`config.mk`:
```
export PLATFORM = sky130hd
export DESIGN_NAME = icf_sqrt
export DESIGN_NICKNAME = d
export VERILOG_FILES = /design/src/hw/rtl/icf_pkg.sv /design/src/hw/rtl/icf_sqrt.sv
export SDC_FILE = /design/constraint.sdc
export NUM_CORES = 1
export LEC_CHECK = 0
export BUFFER_PORTS_ARGS = -buffer_cell sky130_fd_sc_hd__buf_4
export CAP_MARGIN = 20
export CELL_PAD_IN_SITES_DETAIL_PLACEMENT = 1
export CELL_PAD_IN_SITES_GLOBAL_PLACEMENT = 1
export CORE_MARGIN = 2
export CORE_UTILIZATION = 45
export DETAILED_ROUTE_END_ITERATION = 8
export PLACE_DENSITY = 0.86
export SLEW_MARGIN = 30
export SYNTH_ARGS = -nofsm -noshare
export SYNTH_HDL_FRONTEND = slang
export SYNTH_SLANG_ARGS = --single-unit
```
`constraint.sdc`:
```
create_clock -name clock -period 3.2 [get_ports clock]
set_input_delay 0.64 -clock clock [delete_from_list [all_inputs] [get_ports clock]]
set_output_delay 0.64 -clock clock [all_outputs]
set_load 0.01 [all_outputs]
```
`src/hw/rtl/icf_pkg.sv`:
```
`default_nettype none

package icf_pkg;

   // cordic
   localparam int CORDIC_STEPS = 16;
   localparam int ATAN_LEN     = 24;
   localparam int CORDIC_ITERS = (CORDIC_STEPS < ATAN_LEN) ? CORDIC_STEPS : ATAN_LEN;
   localparam int ITER_W       = $clog2(CORDIC_ITERS + 1);
   localparam int ATAN_IDX_W   = 5;
   localparam int VEC_W        = 28;
   localparam int ANG_W        = 26;
   localparam int OUT_ANG_W    = 25;
   localparam int OPERAND_SHIFT = 8;

   localparam logic signed [ANG_W-1:0] DEG90  = 26'sd5898240;
   localparam logic signed [ANG_W-1:0] DEG180 = 26'sd11796480;

   // field widths
   localparam int SAMPLE_W = 16;
   localparam int RATE_W   = 17;
   localparam int TIME_W   = 20;
   localparam int SUM_W    = 32;
   localparam int SAT_IN_W = 36;

   // rate lane: |rate| * t * 64, then rounded division by 15625
   localparam int NUM_LANES   = 6;
   localparam int PROD_W      = RATE_W + TIME_W;
   localparam int PRESHIFT    = 6;
   localparam int DIVIDEND_W  = PROD_W + PRESHIFT;
   localparam int QUOT_W      = 29;
   localparam int REM_W       = DIVIDEND_W - QUOT_W;
   localparam int DELTA_W     = QUOT_W + 1;
   localparam int DIV_CONST   = 15625;
   localparam int ROUND_CONST = 7812;
   localparam int MUL_STEPS   = TIME_W;
   localparam int DIV_STEPS   = QUOT_W;
   localparam int CNT_W       = $clog2(DIV_STEPS + 1);

   // square root
   localparam int SQ_W        = 32;
   localparam int SQRT_IN_W   = 48;
   localparam int ROOT_W      = SQRT_IN_W / 2;
   localparam int SQRT_REM_W  = ROOT_W + 2;

   // blend
   localparam int WEIGHT_W  = 17;
   localparam int BLEND_W   = 52;
   localparam int FRAC_W    = 16;
   localparam logic [WEIGHT_W-1:0] WEIGHT_ONE   = 17'd65536;
   localparam logic [WEIGHT_W-1:0] WEIGHT_RESET = 17'd64225;

   // register file
   localparam int CSR_INDEX_W = 3;
   localparam int CSR_DATA_W  = 17;
   localparam logic [CSR_INDEX_W-1:0] REG_DRIFT_X      = 3'd0;
   localparam logic [CSR_INDEX_W-1:0] REG_DRIFT_Y      = 3'd1;
   localparam logic [CSR_INDEX_W-1:0] REG_DRIFT_Z      = 3'd2;
   localparam logic [CSR_INDEX_W-1:0] REG_BLEND_WEIGHT = 3'd3;

   typedef enum logic [2:0] {
      ST_IDLE,
      ST_LOAD,
      ST_SQRT,
      ST_WAIT_MAG,
      ST_WAIT_ALL,
      ST_WAIT_BLEND
   } state_type;

   function automatic logic signed [ANG_W-1:0] atan_entry(input logic [ATAN_IDX_W-1:0] idx);
      logic signed [ANG_W-1:0] v;
      case (idx)
         5'd0:    v = 26'sd2949120;
         5'd1:    v = 26'sd1740967;
         5'd2:    v = 26'sd919879;
         5'd3:    v = 26'sd466945;
         5'd4:    v = 26'sd234379;
         5'd5:    v = 26'sd117304;
         5'd6:    v = 26'sd58666;
         5'd7:    v = 26'sd29335;
         5'd8:    v = 26'sd14668;
         5'd9:    v = 26'sd7334;
         5'd10:   v = 26'sd3667;
         5'd11:   v = 26'sd1833;
         5'd12:   v = 26'sd917;
         5'd13:   v = 26'sd458;
         5'd14:   v = 26'sd229;
         5'd15:   v = 26'sd115;
         5'd16:   v = 26'sd57;
         5'd17:   v = 26'sd29;
         5'd18:   v = 26'sd14;
         5'd19:   v = 26'sd7;
         5'd20:   v = 26'sd4;
         5'd21:   v = 26'sd2;
         5'd22:   v = 26'sd1;
         default: v = '0;
      endcase
      return v;
   endfunction

   function automatic logic signed [SUM_W-1:0] sat32(input logic signed [SAT_IN_W-1:0] v);
      logic signed [SUM_W-1:0] r;
      if (v[SAT_IN_W-1:SUM_W-1] == {(SAT_IN_W-SUM_W+1){v[SAT_IN_W-1]}}) begin
         r = v[SUM_W-1:0];
      end else if (v[SAT_IN_W-1]) begin
         r = {1'b1, {(SUM_W-1){1'b0}}};
      end else begin
         r = {1'b0, {(SUM_W-1){1'b1}}};
      end
      return r;
   endfunction

endpackage

`default_nettype wire

```
`src/hw/rtl/icf_sqrt.sv`:
```
`default_nettype none

module icf_sqrt import icf_pkg::*; (
   input  logic                 clock,
   input  logic                 reset,
   input  logic                 start,
   input  logic [SQRT_IN_W-1:0] radicand,
   output logic                 valid,
   output logic [ROOT_W-1:0]    root
);

   logic [SQRT_IN_W-1:0]  vsh_ff, vsh_in;
   logic [SQRT_REM_W-1:0] rem_ff, rem_in;
   logic [ROOT_W-1:0]     root_ff, root_in;
   logic [CNT_W-1:0]      cnt_ff, cnt_in;
   logic                  busy_ff, busy_in, valid_ff, valid_in;
   logic [SQRT_REM_W+1:0] cand, trial;

   // restoring square root, two radicand bits per step
   always_comb begin
      vsh_in   = vsh_ff;
      rem_in   = rem_ff;
      root_in  = root_ff;
      cnt_in   = cnt_ff;
      busy_in  = busy_ff;
      valid_in = valid_ff;
      cand     = {rem_ff, vsh_ff[SQRT_IN_W-1 -: 2]};
      trial    = {2'b00, root_ff, 2'b01};
      if (start) begin
         vsh_in   = radicand;
         rem_in   = '0;
         root_in  = '0;
         cnt_in   = '0;
         busy_in  = 1'b1;
         valid_in = 1'b0;
      end else if (busy_ff) begin
         if (cand >= trial) begin
            rem_in  = SQRT_REM_W'(cand - trial);
            root_in = {root_ff[ROOT_W-2:0], 1'b1};
         end else begin
            rem_in  = cand[SQRT_REM_W-1:0];
            root_in = {root_ff[ROOT_W-2:0], 1'b0};
         end
         vsh_in = {vsh_ff[SQRT_IN_W-3:0], 2'b00};
         cnt_in = cnt_ff + 1'b1;
         if (cnt_ff == CNT_W'(ROOT_W - 1)) begin
            busy_in  = 1'b0;
            valid_in = 1'b1;
         end
      end
   end

   always_ff @(posedge clock) begin
      if (reset) begin
         busy_ff  <= 1'b0;
         valid_ff <= 1'b0;
      end else begin
         busy_ff  <= busy_in;
         valid_ff <= valid_in;
      end
      vsh_ff  <= vsh_in;
      rem_ff  <= rem_in;
      root_ff <= root_in;
      cnt_ff  <= cnt_in;
   end

   assign valid = valid_ff;
   assign root  = root_ff;

endmodule

`default_nettype wire

```
==> metrics.log <==
INFO  metric dp_hpwl = 9860 µm
INFO  metric clock_sink_count = 105
INFO  metric timing.final.crit_share = 91.8%
INFO  metric chipHeight = 117 µm
INFO  metric max_cap_violations = 0
INFO  metric rsz_0062_raised_after_global_routing = false
INFO  metric highest_clock_rate = 0.341 GHz
INFO  metric port_buffers = 75
INFO  metric timing.setup.critical_path_class = reg -> reg
INFO  metric run_status = completed
INFO  metric diodes_inserted = 0
INFO  metric timing.final.setup_violations = 0
INFO  metric clk_transition_reported_paths = 0.07 ns
INFO  metric r2r-start = root[9]
INFO  metric tns = 0 ns
INFO  metric std_cell_rows = 41
INFO  metric totalWireLength = 13700 µm
INFO  metric fin_cells = 797
INFO  metric drtIter0Drc = 257
INFO  metric p_total = 6.01 mW
INFO  metric vdd_drop_max = ~630 µV
INFO  metric timing.critical_path.arrival = around 3.1 ns
INFO  metric grt.total_usage = 21.7%
INFO  metric viasPerCell = ~5.5
INFO  metric synth_sequential_area_ratio = 45.1%
INFO  metric final_core_utilization = 53.9%
INFO  metric postCtsHoldBufs = 0
INFO  metric grt_pass1_wl = 23100 µm
INFO  metric ant_nets = 0
INFO  metric synth_area = around 0.0057 mm²
INFO  metric die_area = between 0.01 and 0.015 mm²
INFO  metric count_of_unresolved_drc_violations_after_routing = 0
INFO  metric hold-path-cell-count = 2
INFO  metric die_x = 117 µm
INFO  metric clock_insertion_delay_at_the_later_pin_of_the_skew_report = 0.36 ns
INFO  metric cts_inserted_buffers = 9
INFO  metric worst_hold_slack = between 0.4 and 0.5 ns
INFO  metric nNetsFinal = 698
INFO  metric grt_start_max_net_pins = 76
INFO  metric routabilityCongestion = 0.882
INFO  metric ys_seq_elements = 105
INFO  metric cts_post_setup_buffers_inserted = 0
INFO  metric actual_transition_at_the_worst_max_transition_pin = 0.927 ns
INFO  metric setup.worst_path.end_class = register
INFO  metric slew_violations = 0
INFO  metric max_slew_margin = 38.2%
INFO  metric synth.net_count = roughly 640
INFO  metric fp.coreArea = 0.0125 mm²
INFO  metric p_leak = 2.75 nW
INFO  metric layout-drive-gt1-share = 24.2%
INFO  metric worst_clock_skew = between 0.008 and 0.009 ns
INFO  metric io_pins = 76
INFO  metric cts_root_buffer = clkbuf_16
INFO  metric route.vias.total = between 4000 and 5000
INFO  metric ctsLongestPathBuffers = 2
INFO  metric post_synth_num_cell_types = 55
INFO  metric timing.critical_path.required = between 3 and 4 ns
INFO  metric power_density = 891 mW/mm²
INFO  metric worstSetupStartpoint = root[9]
INFO  metric synthCells = 557
INFO  metric number_of_antenna_violations_at_the_first_check_in_global_routing = 1
INFO  metric route.detailed.wl_per_inst = 17.1 µm
INFO  metric drtPass1Iterations = 4
INFO  metric initial_core_util = 45.8%
INFO  metric final.min_clock_period = 2.94 ns
INFO  metric h-tree-depth = 3
INFO  metric fraction_of_registers_with_async_set_reset = 0%
INFO  metric crit_path_max_fanout = 8
INFO  metric dpl.cell_count = between 700 and 800
INFO  metric critPathLaunchType = register
INFO  metric hp_class = in -> reg
INFO  metric global_route.overflow_total = 0
INFO  metric hold_viol = 0
INFO  metric synthFlopType = dfxtp_1
INFO  metric syn_avg_cell_area = 10.3 µm²
INFO  metric area_growth_syn_to_layout = 17.7%
INFO  metric first_global_vias = 4673
INFO  metric rr_worst_depth = 11
INFO  metric edff_count_synth = 48
INFO  metric tritoncts = built
INFO  metric ys.warnings.count = 0
INFO  metric holdCritStartpoint = reset
layer usage:
layer,GRT usage [%],vias up,part of all wire [%]
met5,0,-,0.095
met4,6.12,2,1.8
met3,7.00,22,5.9
met2,38.8,101,51
met1,25.1,2124,42
li1,-,2137,-
through the flow:
step	instance area, µm²	setup WS [ns]
finish	6750	0.263
global route	6750	0.0296
CTS	6730	0.255
detailed placement	6430	0.278
global placement	6430	0.431
floorplan	5730	0.597
flip-flops by register name, summed over array words and instances (netlist names):
name	flops
rem_ff	26
root	24
vsh_ff	48
valid	1
busy_ff	1
cnt_ff	5
timing repair:
item / 4_1_cts / 5_1_grt
endpoints found under the hold margin: 0 / 0
endpoints found under the setup margin: 0 / 2
resized for setup: 0 / 2
path summary, 6_finish.rpt:
| path | end | slack [ns] |
|---|---|---|
| hold / removal | busy_ff | 0.44 |
| setup / recovery | rem_ff[4] | 0.26 |
| setup reg to reg | rem_ff[4] | 0.26 |
| hold reg to reg | rem_ff[25] | 0.47 |
logic make-up after synthesis:
| logic type | synth area share [%] |
|---|---|
| DFF | 45.1 |
| buffers and inverters | 4.96 |
| and+or+nand+nor | 11.3 |
| AOI/OAI and AO/OA | 13.0 |
| adders and majority gates | 5.90 |
| xor gates and xnor gates | 3.82 |
| muxes | 16.0 |
cell usage after synthesis, drive strengths merged, types with 2 or more instances:
master	n	area (µm²)
xor2	11	96.3
a31oi	4	25.0
nor4	2	12.5
o21bai	3	22.5
o311ai	2	17.5
and2	2	12.5
mux2	46	518
inv	35	131
o211ai	3	22.5
nor2b	4	25.0
nor2	68	258
a21o	7	52.6
a211oi	20	155
o21a	4	30.0
clkbuf	22	82.6
o21ai	20	100
nand2b	5	31.3
o31ai	4	30.0
mux2i	40	400
a311oi	5	50.0
nand2	26	97.6
nor3	7	40.0
nand4	7	50.1
a22oi	2	15.0
nand3	11	55.1
edfxtp	48	1440
xnor2	14	123
nor3b	3	22.5
a21oi	24	131
ha	27	338
dfxtp	57	1140
buf	9	70.1
nor4b	2	17.5
critical path: stages (launching register included):
cell and delay [ns]:
dfxtp_1 0.39, inv_1 0.06, ha_1 0.41, a21oi_1 0.26
o21ai_0 0.18, a311oi_2 0.35, a31o_1 0.25, a21oi_4 0.09
nand2b_1 0.17, buf_4 0.20, o21ai_0 0.29, a211oi_1 0.13
layout make-up:
class,count,area (µm²)
fillers,1418,5770
repair buffers,83,636
clock buffers,11,243
flip-flops and latches,105,2580
well taps,172,215
inverters,35,131
multi-input cells,386,2870
clock inverters,5,62.6
where the power goes:
part	switching [mW]	leakage [nW]	total, mW	internal, mW
Clock	0.502	0.150	1.14	0.636
Sequential	0.123	0.949	1.72	1.60
Combinational	1.80	1.65	3.15	1.35
cell usage in the layout (no fill, tap or decap), types with 4 or more instances in the layout:
cell type	instances
nor2_1	67
o21a_1	4
xor2_1	11
a21oi_1	22
nand3_1	11
o31ai_1	4
inv_1	34
clkbuf_16	9
a31oi_1	4
nor3_1	6
a211oi_1	19
mux2_2	46
a311oi_1	4
nand2_1	26
nand2b_1	5
nor2b_1	4
ha_1	27
xnor2_1	14
edfxtp_1	48
nand4_1	6
buf_4	82
mux2i_1	40
o21ai_0	20
dfxtp_1	56
a21o_1	7
Power figures use the tool's default switching activity.
