===== src/hw/rtl/icf_pkg.sv =====
`default_nettype none

package icf_pkg;

   // cordic
   localparam int CORDIC_STEPS = 16;
   localparam int ATAN_LEN     = 24;
   localparam int CORDIC_ITERS = (CORDIC_STEPS < ATAN_LEN) ? CORDIC_STEPS : ATAN_LEN;
   localparam int ITER_W       = $clog2(CORDIC_ITERS + 1);
   localparam int ATAN_IDX_W   = 5;
   localparam int VEC_W        = 28;
   localparam int ANG_W        = 26;
   localparam int OUT_ANG_W    = 25;
   localparam int OPERAND_SHIFT = 8;

   localparam logic signed [ANG_W-1:0] DEG90  = 26'sd5898240;
   localparam logic signed [ANG_W-1:0] DEG180 = 26'sd11796480;

   // field widths
   localparam int SAMPLE_W = 16;
   localparam int RATE_W   = 17;
   localparam int TIME_W   = 20;
   localparam int SUM_W    = 32;
   localparam int SAT_IN_W = 36;

   // rate lane: |rate| * t * 64, then rounded division by 15625
   localparam int NUM_LANES   = 6;
   localparam int PROD_W      = RATE_W + TIME_W;
   localparam int PRESHIFT    = 6;
   localparam int DIVIDEND_W  = PROD_W + PRESHIFT;
   localparam int QUOT_W      = 29;
   localparam int REM_W       = DIVIDEND_W - QUOT_W;
   localparam int DELTA_W     = QUOT_W + 1;
   localparam int DIV_CONST   = 15625;
   localparam int ROUND_CONST = 7812;
   localparam int MUL_STEPS   = TIME_W;
   localparam int DIV_STEPS   = QUOT_W;
   localparam int CNT_W       = $clog2(DIV_STEPS + 1);

   // square root
   localparam int SQ_W        = 32;
   localparam int SQRT_IN_W   = 48;
   localparam int ROOT_W      = SQRT_IN_W / 2;
   localparam int SQRT_REM_W  = ROOT_W + 2;

   // blend
   localparam int WEIGHT_W  = 17;
   localparam int BLEND_W   = 52;
   localparam int FRAC_W    = 16;
   localparam logic [WEIGHT_W-1:0] WEIGHT_ONE   = 17'd65536;
   localparam logic [WEIGHT_W-1:0] WEIGHT_RESET = 17'd64225;

   // register file
   localparam int CSR_INDEX_W = 3;
   localparam int CSR_DATA_W  = 17;
   localparam logic [CSR_INDEX_W-1:0] REG_DRIFT_X      = 3'd0;
   localparam logic [CSR_INDEX_W-1:0] REG_DRIFT_Y      = 3'd1;
   localparam logic [CSR_INDEX_W-1:0] REG_DRIFT_Z      = 3'd2;
   localparam logic [CSR_INDEX_W-1:0] REG_BLEND_WEIGHT = 3'd3;

   typedef enum logic [2:0] {
      ST_IDLE,
      ST_LOAD,
      ST_SQRT,
      ST_WAIT_MAG,
      ST_WAIT_ALL,
      ST_WAIT_BLEND
   } state_type;

   function automatic logic signed [ANG_W-1:0] atan_entry(input logic [ATAN_IDX_W-1:0] idx);
      logic signed [ANG_W-1:0] v;
      case (idx)
         5'd0:    v = 26'sd2949120;
         5'd1:    v = 26'sd1740967;
         5'd2:    v = 26'sd919879;
         5'd3:    v = 26'sd466945;
         5'd4:    v = 26'sd234379;
         5'd5:    v = 26'sd117304;
         5'd6:    v = 26'sd58666;
         5'd7:    v = 26'sd29335;
         5'd8:    v = 26'sd14668;
         5'd9:    v = 26'sd7334;
         5'd10:   v = 26'sd3667;
         5'd11:   v = 26'sd1833;
         5'd12:   v = 26'sd917;
         5'd13:   v = 26'sd458;
         5'd14:   v = 26'sd229;
         5'd15:   v = 26'sd115;
         5'd16:   v = 26'sd57;
         5'd17:   v = 26'sd29;
         5'd18:   v = 26'sd14;
         5'd19:   v = 26'sd7;
         5'd20:   v = 26'sd4;
         5'd21:   v = 26'sd2;
         5'd22:   v = 26'sd1;
         default: v = '0;
      endcase
      return v;
   endfunction

   function automatic logic signed [SUM_W-1:0] sat32(input logic signed [SAT_IN_W-1:0] v);
      logic signed [SUM_W-1:0] r;
      if (v[SAT_IN_W-1:SUM_W-1] == {(SAT_IN_W-SUM_W+1){v[SAT_IN_W-1]}}) begin
         r = v[SUM_W-1:0];
      end else if (v[SAT_IN_W-1]) begin
         r = {1'b1, {(SUM_W-1){1'b0}}};
      end else begin
         r = {1'b0, {(SUM_W-1){1'b1}}};
      end
      return r;
   endfunction

endpackage

`default_nettype wire


===== src/hw/rtl/icf_rate.sv =====
`default_nettype none

module icf_rate import icf_pkg::*; (
   input  logic                      clock,
   input  logic                      reset,
   input  logic                      start,
   input  logic signed [RATE_W-1:0]  rate,
   input  logic [TIME_W-1:0]         interval,
   output logic                      valid,
   output logic signed [DELTA_W-1:0] delta
);

   logic                  busy_ff, busy_in, div_ff, div_in, valid_ff, valid_in, neg_ff, neg_in;
   logic [CNT_W-1:0]      cnt_ff, cnt_in;
   logic [PROD_W-1:0]     prod_ff, prod_in, mcand_ff, mcand_in;
   logic [TIME_W-1:0]     tsh_ff, tsh_in;
   logic [REM_W-1:0]      rem_ff, rem_in;
   logic [QUOT_W-1:0]     qsh_ff, qsh_in;
   logic [DIVIDEND_W-1:0] dividend;
   logic [REM_W:0]        trial;
   logic [RATE_W-1:0]     mag;
   logic [DELTA_W-1:0]    quot;

   // shift-add multiply over the interval bits, then long division by the
   // constant one quotient bit per cycle
   always_comb begin
      busy_in  = busy_ff;
      div_in   = div_ff;
      valid_in = valid_ff;
      neg_in   = neg_ff;
      cnt_in   = cnt_ff;
      prod_in  = prod_ff;
      mcand_in = mcand_ff;
      tsh_in   = tsh_ff;
      rem_in   = rem_ff;
      qsh_in   = qsh_ff;
      mag      = rate[RATE_W-1] ? RATE_W'(-rate) : RATE_W'(rate);
      dividend = {prod_ff, {PRESHIFT{1'b0}}} + DIVIDEND_W'(ROUND_CONST);
      trial    = {rem_ff, qsh_ff[QUOT_W-1]};
      if (start) begin
         busy_in  = 1'b1;
         div_in   = 1'b0;
         valid_in = 1'b0;
         neg_in   = rate[RATE_W-1];
         cnt_in   = '0;
         prod_in  = '0;
         mcand_in = PROD_W'(mag);
         tsh_in   = interval;
      end else if (busy_ff && !div_ff) begin
         if (tsh_ff[0]) begin
            prod_in = prod_ff + mcand_ff;
         end
         mcand_in = {mcand_ff[PROD_W-2:0], 1'b0};
         tsh_in   = {1'b0, tsh_ff[TIME_W-1:1]};
         cnt_in   = cnt_ff + 1'b1;
         if (cnt_ff == CNT_W'(MUL_STEPS - 1)) begin
            div_in = 1'b1;
            cnt_in = '0;
         end
      end else if (busy_ff) begin
         cnt_in = cnt_ff + 1'b1;
         if (cnt_ff == '0) begin
            rem_in = dividend[DIVIDEND_W-1 -: REM_W];
            qsh_in = dividend[QUOT_W-1:0];
         end else begin
            if (trial >= (REM_W+1)'(DIV_CONST)) begin
               rem_in = REM_W'(trial - (REM_W+1)'(DIV_CONST));
               qsh_in = {qsh_ff[QUOT_W-2:0], 1'b1};
            end else begin
               rem_in = trial[REM_W-1:0];
               qsh_in = {qsh_ff[QUOT_W-2:0], 1'b0};
            end
            if (cnt_ff == CNT_W'(DIV_STEPS)) begin
               busy_in  = 1'b0;
               valid_in = 1'b1;
            end
         end
      end
   end

   always_ff @(posedge clock) begin
      if (reset) begin
         busy_ff  <= 1'b0;
         div_ff   <= 1'b0;
         valid_ff <= 1'b0;
      end else begin
         busy_ff  <= busy_in;
         div_ff   <= div_in;
         valid_ff <= valid_in;
      end
      neg_ff   <= neg_in;
      cnt_ff   <= cnt_in;
      prod_ff  <= prod_in;
      mcand_ff <= mcand_in;
      tsh_ff   <= tsh_in;
      rem_ff   <= rem_in;
      qsh_ff   <= qsh_in;
   end

   assign quot  = {1'b0, qsh_ff};
   assign delta = neg_ff ? -signed'(quot) : signed'(quot);
   assign valid = valid_ff;

endmodule

`default_nettype wire


===== config.mk =====
export PLATFORM = sky130hd
export DESIGN_NAME = icf_rate
export DESIGN_NICKNAME = d
export VERILOG_FILES = /design/src/hw/rtl/icf_pkg.sv /design/src/hw/rtl/icf_rate.sv
export SDC_FILE = /design/constraint.sdc
export NUM_CORES = 1
export LEC_CHECK = 0
export ABC_AREA = 1
export ABC_CLOCK_PERIOD_IN_PS = 6500
export BUFFER_PORTS_ARGS = -buffer_cell sky130_fd_sc_hd__buf_4
export CAP_MARGIN = 10
export CORE_MARGIN = 3
export CORE_UTILIZATION = 50
export CTS_CLUSTER_SIZE = 24
export DETAILED_ROUTE_END_ITERATION = 6
export GPL_TIMING_DRIVEN = 0
export PLACE_DENSITY = 0.74
export SLEW_MARGIN = 20
export SYNTH_ARGS = -nofsm -noshare
export SYNTH_HDL_FRONTEND = slang
export SYNTH_SLANG_ARGS = --single-unit
export TNS_END_PERCENT = 5

===== constraint.sdc =====
create_clock -name clock -period 6.5 [get_ports clock]
set_clock_uncertainty 0.05 [all_clocks]
set_input_delay 1.3 -clock clock [delete_from_list [all_inputs] [get_ports clock]]
set_output_delay 1.3 -clock clock [all_outputs]
set_load 0.005 [all_outputs]

==> out/metrics.yaml, run 1 <==
outcome:
  outcome: "finished, final reports clean"
grt:
  grt_pass1_vias: 9665
  grt_use_total_pct: 24.63
  grt_pass1_wl_um: 46880
  antenna_found_initial: 0
  grt_remaining_overflow: 0
  grt_start_max_net_pins: 28
timing:
  hold_ws_ns: 0.4290
  finalSetupViolCount: 0
  fin_crit_ns: 3.820
  max_slew_margin_pct: 51.07
  clock.fmax_ghz: 0.2618
  fin_crit_sh_pct: 58.76
  finalMaxSlewViolations: 0
  rsz0062_at_grt: "false"
  hold_violations: 0
  tightest_slew_ns: 0.7339
cts:
  holdBufCountCts: 0
  cts_root_buf: "clkbuf_16"
  clkSinkCount: 146
  cts_made_buffers: 17
  clock_path_buffers: 2
  ctsResizeCount: 0
  cts_tree: "done"
  cts_setup_buffers: 0
  clk_latency_ns: 0.43
  clk_pin_slew_worst_paths_ns: 0.06
  h-tree-depth: 4
drt:
  vias: 10129
  drc_errors: 0
  drt_iter0_drc: 601
  vias_per_cell: 5.155
  drt-pass1-iter-count: 5
  routedWlPerCell_um: 14.72
  postRouteAntennaNets: 0
  drt-total-wl_um: 28920
power_and_ir_drop:
  p_leak_nw: 5.811
  peakVddDrop_mv: 0.1807
  powerDensity_nw_per_um2: 222.0
  design_power_total_mw: 2.711
die:
  die-area_um2: 23110
  rows: 52
  chipHeight_um: 152.0
  ioPinCount: 71
  start_util_pct: 51.85
  core_region_area_um2: 20560
  die_x_um: 152.0
yosys:
  synth_top_area_share_pct: 22.82
  async_reset_ff_share_pct: 0
  post_synth.cell_area_avg_um2: 6.700
  syn_inst: 1591
  synth_top_flop_cell: "edfxtp_1"
  syn-cell-area_um2: 10660
  synth_warnings: 0
  synth_area_leader_cell: "edfxtp_1"
  yosysSeqAreaShare_pct: 35.02
  ys_ff_latch: 146
  yosysUniqueCellTypes: 43
  synth_fp_nets: 1676
  yosys.cell_count.top_type: "nand2_1"
  synth_edf_count: 81
  ys_top_cells_by_count: "nand2_1, inv_1, nor2_1"
  ys_top_cells_by_area: "edfxtp_1, nand2_1, dfxtp_1"
setup_path:
  cp_slowest_cell: "edfxtp_1"
  r2r_end: "qsh_ff[18]"
  cp_cell_sequence: "inv_1, ha_1, inv_1, nor3_4, nand2_1, nand2_1, nand2_2, a21oi_2, nand2_2, a21oi_1, xor2_1, buf_4"
  cpLargestDelayFamily: "simple AND/OR/NAND/NOR gates"
  cp.required_ns: 5.15
  crit_arrival_ns: 2.47
  start_kind: "flop"
  path_depth: 12
  r2r_slack_ns: 3.70
  r2r-start: "busy_ff"
  worst-path-buf-inv: 3
  worst-r2r-cell-count: 7
  crit_path_end_kind: "output port"
  cp_max_fo: 5
  critical-path-max-stage-delay_ns: 0.39
  crit_type: "flop to output port"
min_path:
  min_from: "div_ff"
  min_path_cells: 2
  hold_path_end: "div_ff"
  hold_class: "flop to flop"
layout:
  num_antenna_cells: 0
  drive_gt1_share_pct: 8.496
  fillers: 2023
  fin_nets: 1767
  final_cell_area_um2: 12210
  syn2layout_area_growth_pct: 14.53
placed_design:
  io_buffers: 70
  place_area_um2: 11590
  dp_hpwl_um: 23320
  gp_congestion: 0.9204
run:
  drv_cap: 0
==> worst register-to-register path, cell delays in order, from the launching register on <==
cell and delay (ns):
dfxtp_1 0.33, inv_1 0.22, nor2_2 0.11, nor2_1 0.24, inv_1 0.11, clkbuf_2 0.46
nor2_4 0.71, buf_16 0.25
==> kinds of logic after synthesis <==
logic type               share of synthesized area, %
XOR/XNOR                                        5.751
adder cells (fa/ha/maj)                         5.352
AO/OA/AOI/OAI                                   11.90
flip-flops                                      35.02
buffers and inverters                           10.46
AND/OR/NAND/NOR                                 31.51
==> worst max-delay path by stage <==
stage	startpoint	endpoint	slack, ns
2_1_floorplan	start	qsh_ff[0]	1.59
3_3_place_gp	start	qsh_ff[5]	-0.22
3_5_place_dp	start	qsh_ff[8]	2.61
4_1_cts	qsh_ff[0]	delta[16]	2.64
5_1_grt	qsh_ff[0]	delta[16]	2.51
6_report	qsh_ff[0]	delta[16]	2.68
==> layout make-up <==
type                            count  area (um^2)  share of cell area, %
Multi-Input combinational cell   1153         5819                  47.66
Sequential cell                   146         3734                  30.58
Clock buffer                       22        464.2                  3.802
Buffer                             39        166.4                  1.363
Tap cell                          270        337.8                  2.767
Clock inverter                     10        157.7                  1.291
Timing Repair Buffer               72        580.6                  4.755
Inverter                          253        949.7                  7.778
==> metrics by stage <==
step	setup slack (ns)	cells	setup TNS (ns)	util, %
after global placement	-0.2192	1931	-9.302	56.05
after global routing	2.513	1965	0	59.38
after CTS	2.643	1965	0	59.38
final	2.680	1965	0	59.38
after floorplan	1.591	1591	0	-
after detailed placement	2.614	1933	0	56.36
==> state kept, by name (all words and copies together), names as in the netlist <==
name / flops
tsh_ff: 20
neg_ff: 1
valid: 1
rem_ff: 14
mcand_ff: 37
prod_ff: 37
div_ff: 1
busy_ff: 1
cnt_ff: 5
qsh_ff: 29
==> layer usage <==
metal  share of wire (%)  global-route usage [%]
met1                  46                   32.53
met2                  47                   42.13
met3                 5.8                   3.498
met4                 1.7                   7.320
met5                   0                       0
==> cells in the final DEF (no fill, tap or decap), types with 3 or more instances in the layout <==
cell type,instances
inv_2,4
nor4_1,7
o21ai_0,100
clkinv_1,3
buf_1,5
nor3_4,3
nor2_1,148
bufinv_16,4
clkbuf_16,17
nand3_1,95
nor3_1,27
nand2_1,475
inv_1,248
buf_4,72
dfxtp_1,65
edfxtp_1,81
buf_2,9
a31oi_1,6
or2_2,5
a21oi_1,93
nand4_1,18
ha_1,44
nand2_2,7
xnor2_1,10
o22ai_1,21
o21bai_1,5
nor2_2,6
clkbuf_1,25
nor2_4,3
xor2_1,60
==> report_power, final <==
group	internal, mW	switching [mW]
Sequential	1.06	0.0612
Clock	0.662	0.383
Combinational	0.199	0.348
Total	1.92	0.792
Power figures use the tool's default switching activity.
==> run 2: changes to the inputs <==
--- a/config.mk
+++ b/config.mk
@@ -6,7 +6,7 @@
 export NUM_CORES = 1
 export LEC_CHECK = 0
 export ABC_AREA = 1
-export ABC_CLOCK_PERIOD_IN_PS = 6500
+export ABC_CLOCK_PERIOD_IN_PS = 3800
 export BUFFER_PORTS_ARGS = -buffer_cell sky130_fd_sc_hd__buf_4
 export CAP_MARGIN = 10
 export CORE_MARGIN = 3
==> constraint.sdc (replaced) <==
create_clock -name clock -period 3.8 [get_ports clock]
set_clock_uncertainty 0.05 [all_clocks]
set_input_delay 0.76 -clock clock [delete_from_list [all_inputs] [get_ports clock]]
set_output_delay 0.76 -clock clock [all_outputs]
set_load 0.005 [all_outputs]
==> run 2 against run 1 <==
Register-to-register slack worse by 2.7 ns. Sequential power is 71% higher. Die area stayed put. Via count is 0.47% higher. Global-route usage is 0.060 points higher. Combinational power is 70% higher. Critical endpoint unchanged.
==> out/metrics.yaml, run 2 (synthesis gave the netlist of run 1 again) <==
outcome:
  outcome: "finished, final reports clean"
layout:
  final_cell_mix: "nand2_1, inv_1, nor2_1, o21ai_0, nand3_1"
  fin_nets: 1766
  syn2layout_area_growth_pct: 14.21
  num_antenna_cells: 0
  reg_top3: "mcand_ff: 37 flops, prod_ff: 37 flops, qsh_ff: 29 flops"
  final_cell_area_um2: 12180
  final_util_pct: 59.22
  fillers: 2019
  drive_gt1_share_pct: 8.501
  layout_commonest_cell: "nand2_1"
  register_area_um2: 3734
  multi_input_area_um2: 5819
drt:
  drt_iter0_drc: 669
  routedWlPerCell_um: 14.73
  drc_errors: 0
  drt-total-wl_um: 28920
  postRouteAntennaNets: 0
  vias: 10177
  vias_per_cell: 5.182
  drt-pass1-iter-count: 5
placed_design:
  pre_cts_slack_ns: 0.1142
  io_buffers: 70
  gp_congestion: 0.9091
  place_area_um2: 11560
  dp_hpwl_um: 23200
cts:
  cts_tree: "done"
  cts_setup_buffers: 0
  cts_root_buf: "clkbuf_16"
  clkSinkCount: 146
  clock_path_buffers: 2
  holdBufCountCts: 0
  cts_made_buffers: 17
  clk_pin_slew_worst_paths_ns: 0.06
  h-tree-depth: 4
  ctsResizeCount: 0
  clk_latency_ns: 0.43
grt:
  grt_start_max_net_pins: 47
  grt_use_total_pct: 24.69
  antenna_found_initial: 0
  grt_pass1_wl_um: 46820
  grt_pass1_vias: 9591
  grt_remaining_overflow: 0
power_and_ir_drop:
  power_frac_clock_pct: 38.4
  p_leak_nw: 5.790
  netSwitchingFraction_pct: 29.77
  seqPwrFrac_pct: 41.5
  peakVddDrop_mv: 0.3146
  switchingPower_mw: 1.376
  power.internal_mw: 3.246
  powerDensity_nw_per_um2: 379.6
  comb_power_share_pct: 20.1
setup_path:
  cp_cell_sequence: "inv_1, ha_1, inv_1, nor3_4, nand2_1, nand2_1, nand2_2, a21oi_2, nand2_2, a21oi_1, xor2_1, buf_4"
  crit_path_end_kind: "output port"
  critical-path-max-stage-delay_ns: 0.39
  cp_slowest_cell: "edfxtp_1"
  worst-path-buf-inv: 3
  cp.required_ns: 2.99
  cpLargestDelayFamily: "simple AND/OR/NAND/NOR gates"
  cp_max_fo: 5
  crit_arrival_ns: 2.54
  start_kind: "flop"
  crit_type: "flop to output port"
timing:
  fin_crit_ns: 3.353
  finalMaxSlewViolations: 0
  rsz0062_at_grt: "false"
  clock.fmax_ghz: 0.2983
  fin_crit_sh_pct: 88.22
  finalSetupViolCount: 0
  hold_violations: 0
  max_slew_margin_pct: 32.73
  setup_slack_ns: 0.4475
  tightest_slew_ns: 1.009
die:
  start_util_pct: 51.85
  chipHeight_um: 152.0
  core_region_area_um2: 20560
  die_x_um: 152.0
  rows: 52
  ioPinCount: 71
  die-area_um2: 23110
run:
  drv_cap: 0
min_path:
  hold_class: "flop to flop"
run 2: changes by cell type in the layout (fill, tap and decap cells not counted), sizes merged:
cell      delta
clkbuf       -4
inv          +1
clkinvlp     +1
clkinv       +1
run 2: final cells by class:
cell class              count  area share, %
multi-input cells        1153          47.80
clock inverters            13          1.500
repair buffers             71          4.542
flip-flops and latches    146          30.66
plain buffers              39          1.367
well taps                 270          2.775
inverters                 253          7.800
clock buffers              19          3.556
run 2: final timing paths:
kind | startpoint | end | slack (ns) | cells past startpoint
worst max register to register | busy_ff | qsh_ff[18] | 0.97 | 7
worst min-delay path | div_ff | div_ff | 0.43 | 2
worst min register to register | div_ff | div_ff | 0.43 | 2
worst max-delay path | qsh_ff[0] | delta[16] | 0.45 | 12
run 2: per-layer routing:
metal / up-vias / share of wire, % / GRT usage, %
met1: 4548 / 46 / 32.87
met5: - / 0 / 0
met2: 278 / 46 / 41.85
li1: 5301 / - / -
met3: 50 / 5.4 / 3.413
met4: 0 / 2.3 / 7.705
run 2: worst reg2reg max path, stage by stage (launching register included):
cell,delay [ns]
dfxtp_1,0.33
inv_1,0.23
nor2_2,0.12
nor2_1,0.25
inv_1,0.10
buf_2,0.46
nor2_4,0.73
buf_16,0.27
run 2: stage by stage:
| stage | TNS [ns] | power [mW] | hold slack [ns] | std cells |
|---|---|---|---|---|
| 2_1_floorplan | 0 | 2.545 | 0.3927 | 1591 |
| 3_5_place_dp | 0 | 2.869 | 0.4196 | 1932 |
| 6_report | 0 | 4.622 | 0.4313 | 1964 |
| 3_3_place_gp | -34.96 | 2.845 | 0.4148 | 1931 |
| 4_1_cts | 0 | 4.639 | 0.4289 | 1964 |
| 5_1_grt | 0 | 4.860 | 0.4482 | 1964 |
run 2: power by group through the flow:
stage | logic (mW) | clock network (mW) | registers [mW]
2_1_floorplan | 0.640 | 0 | 1.91
5_1_grt | 1.06 | 1.88 | 1.93
4_1_cts | 0.928 | 1.80 | 1.91
3_5_place_dp | 0.923 | 0 | 1.95
3_3_place_gp | 0.901 | 0 | 1.94
6_report | 0.930 | 1.78 | 1.92
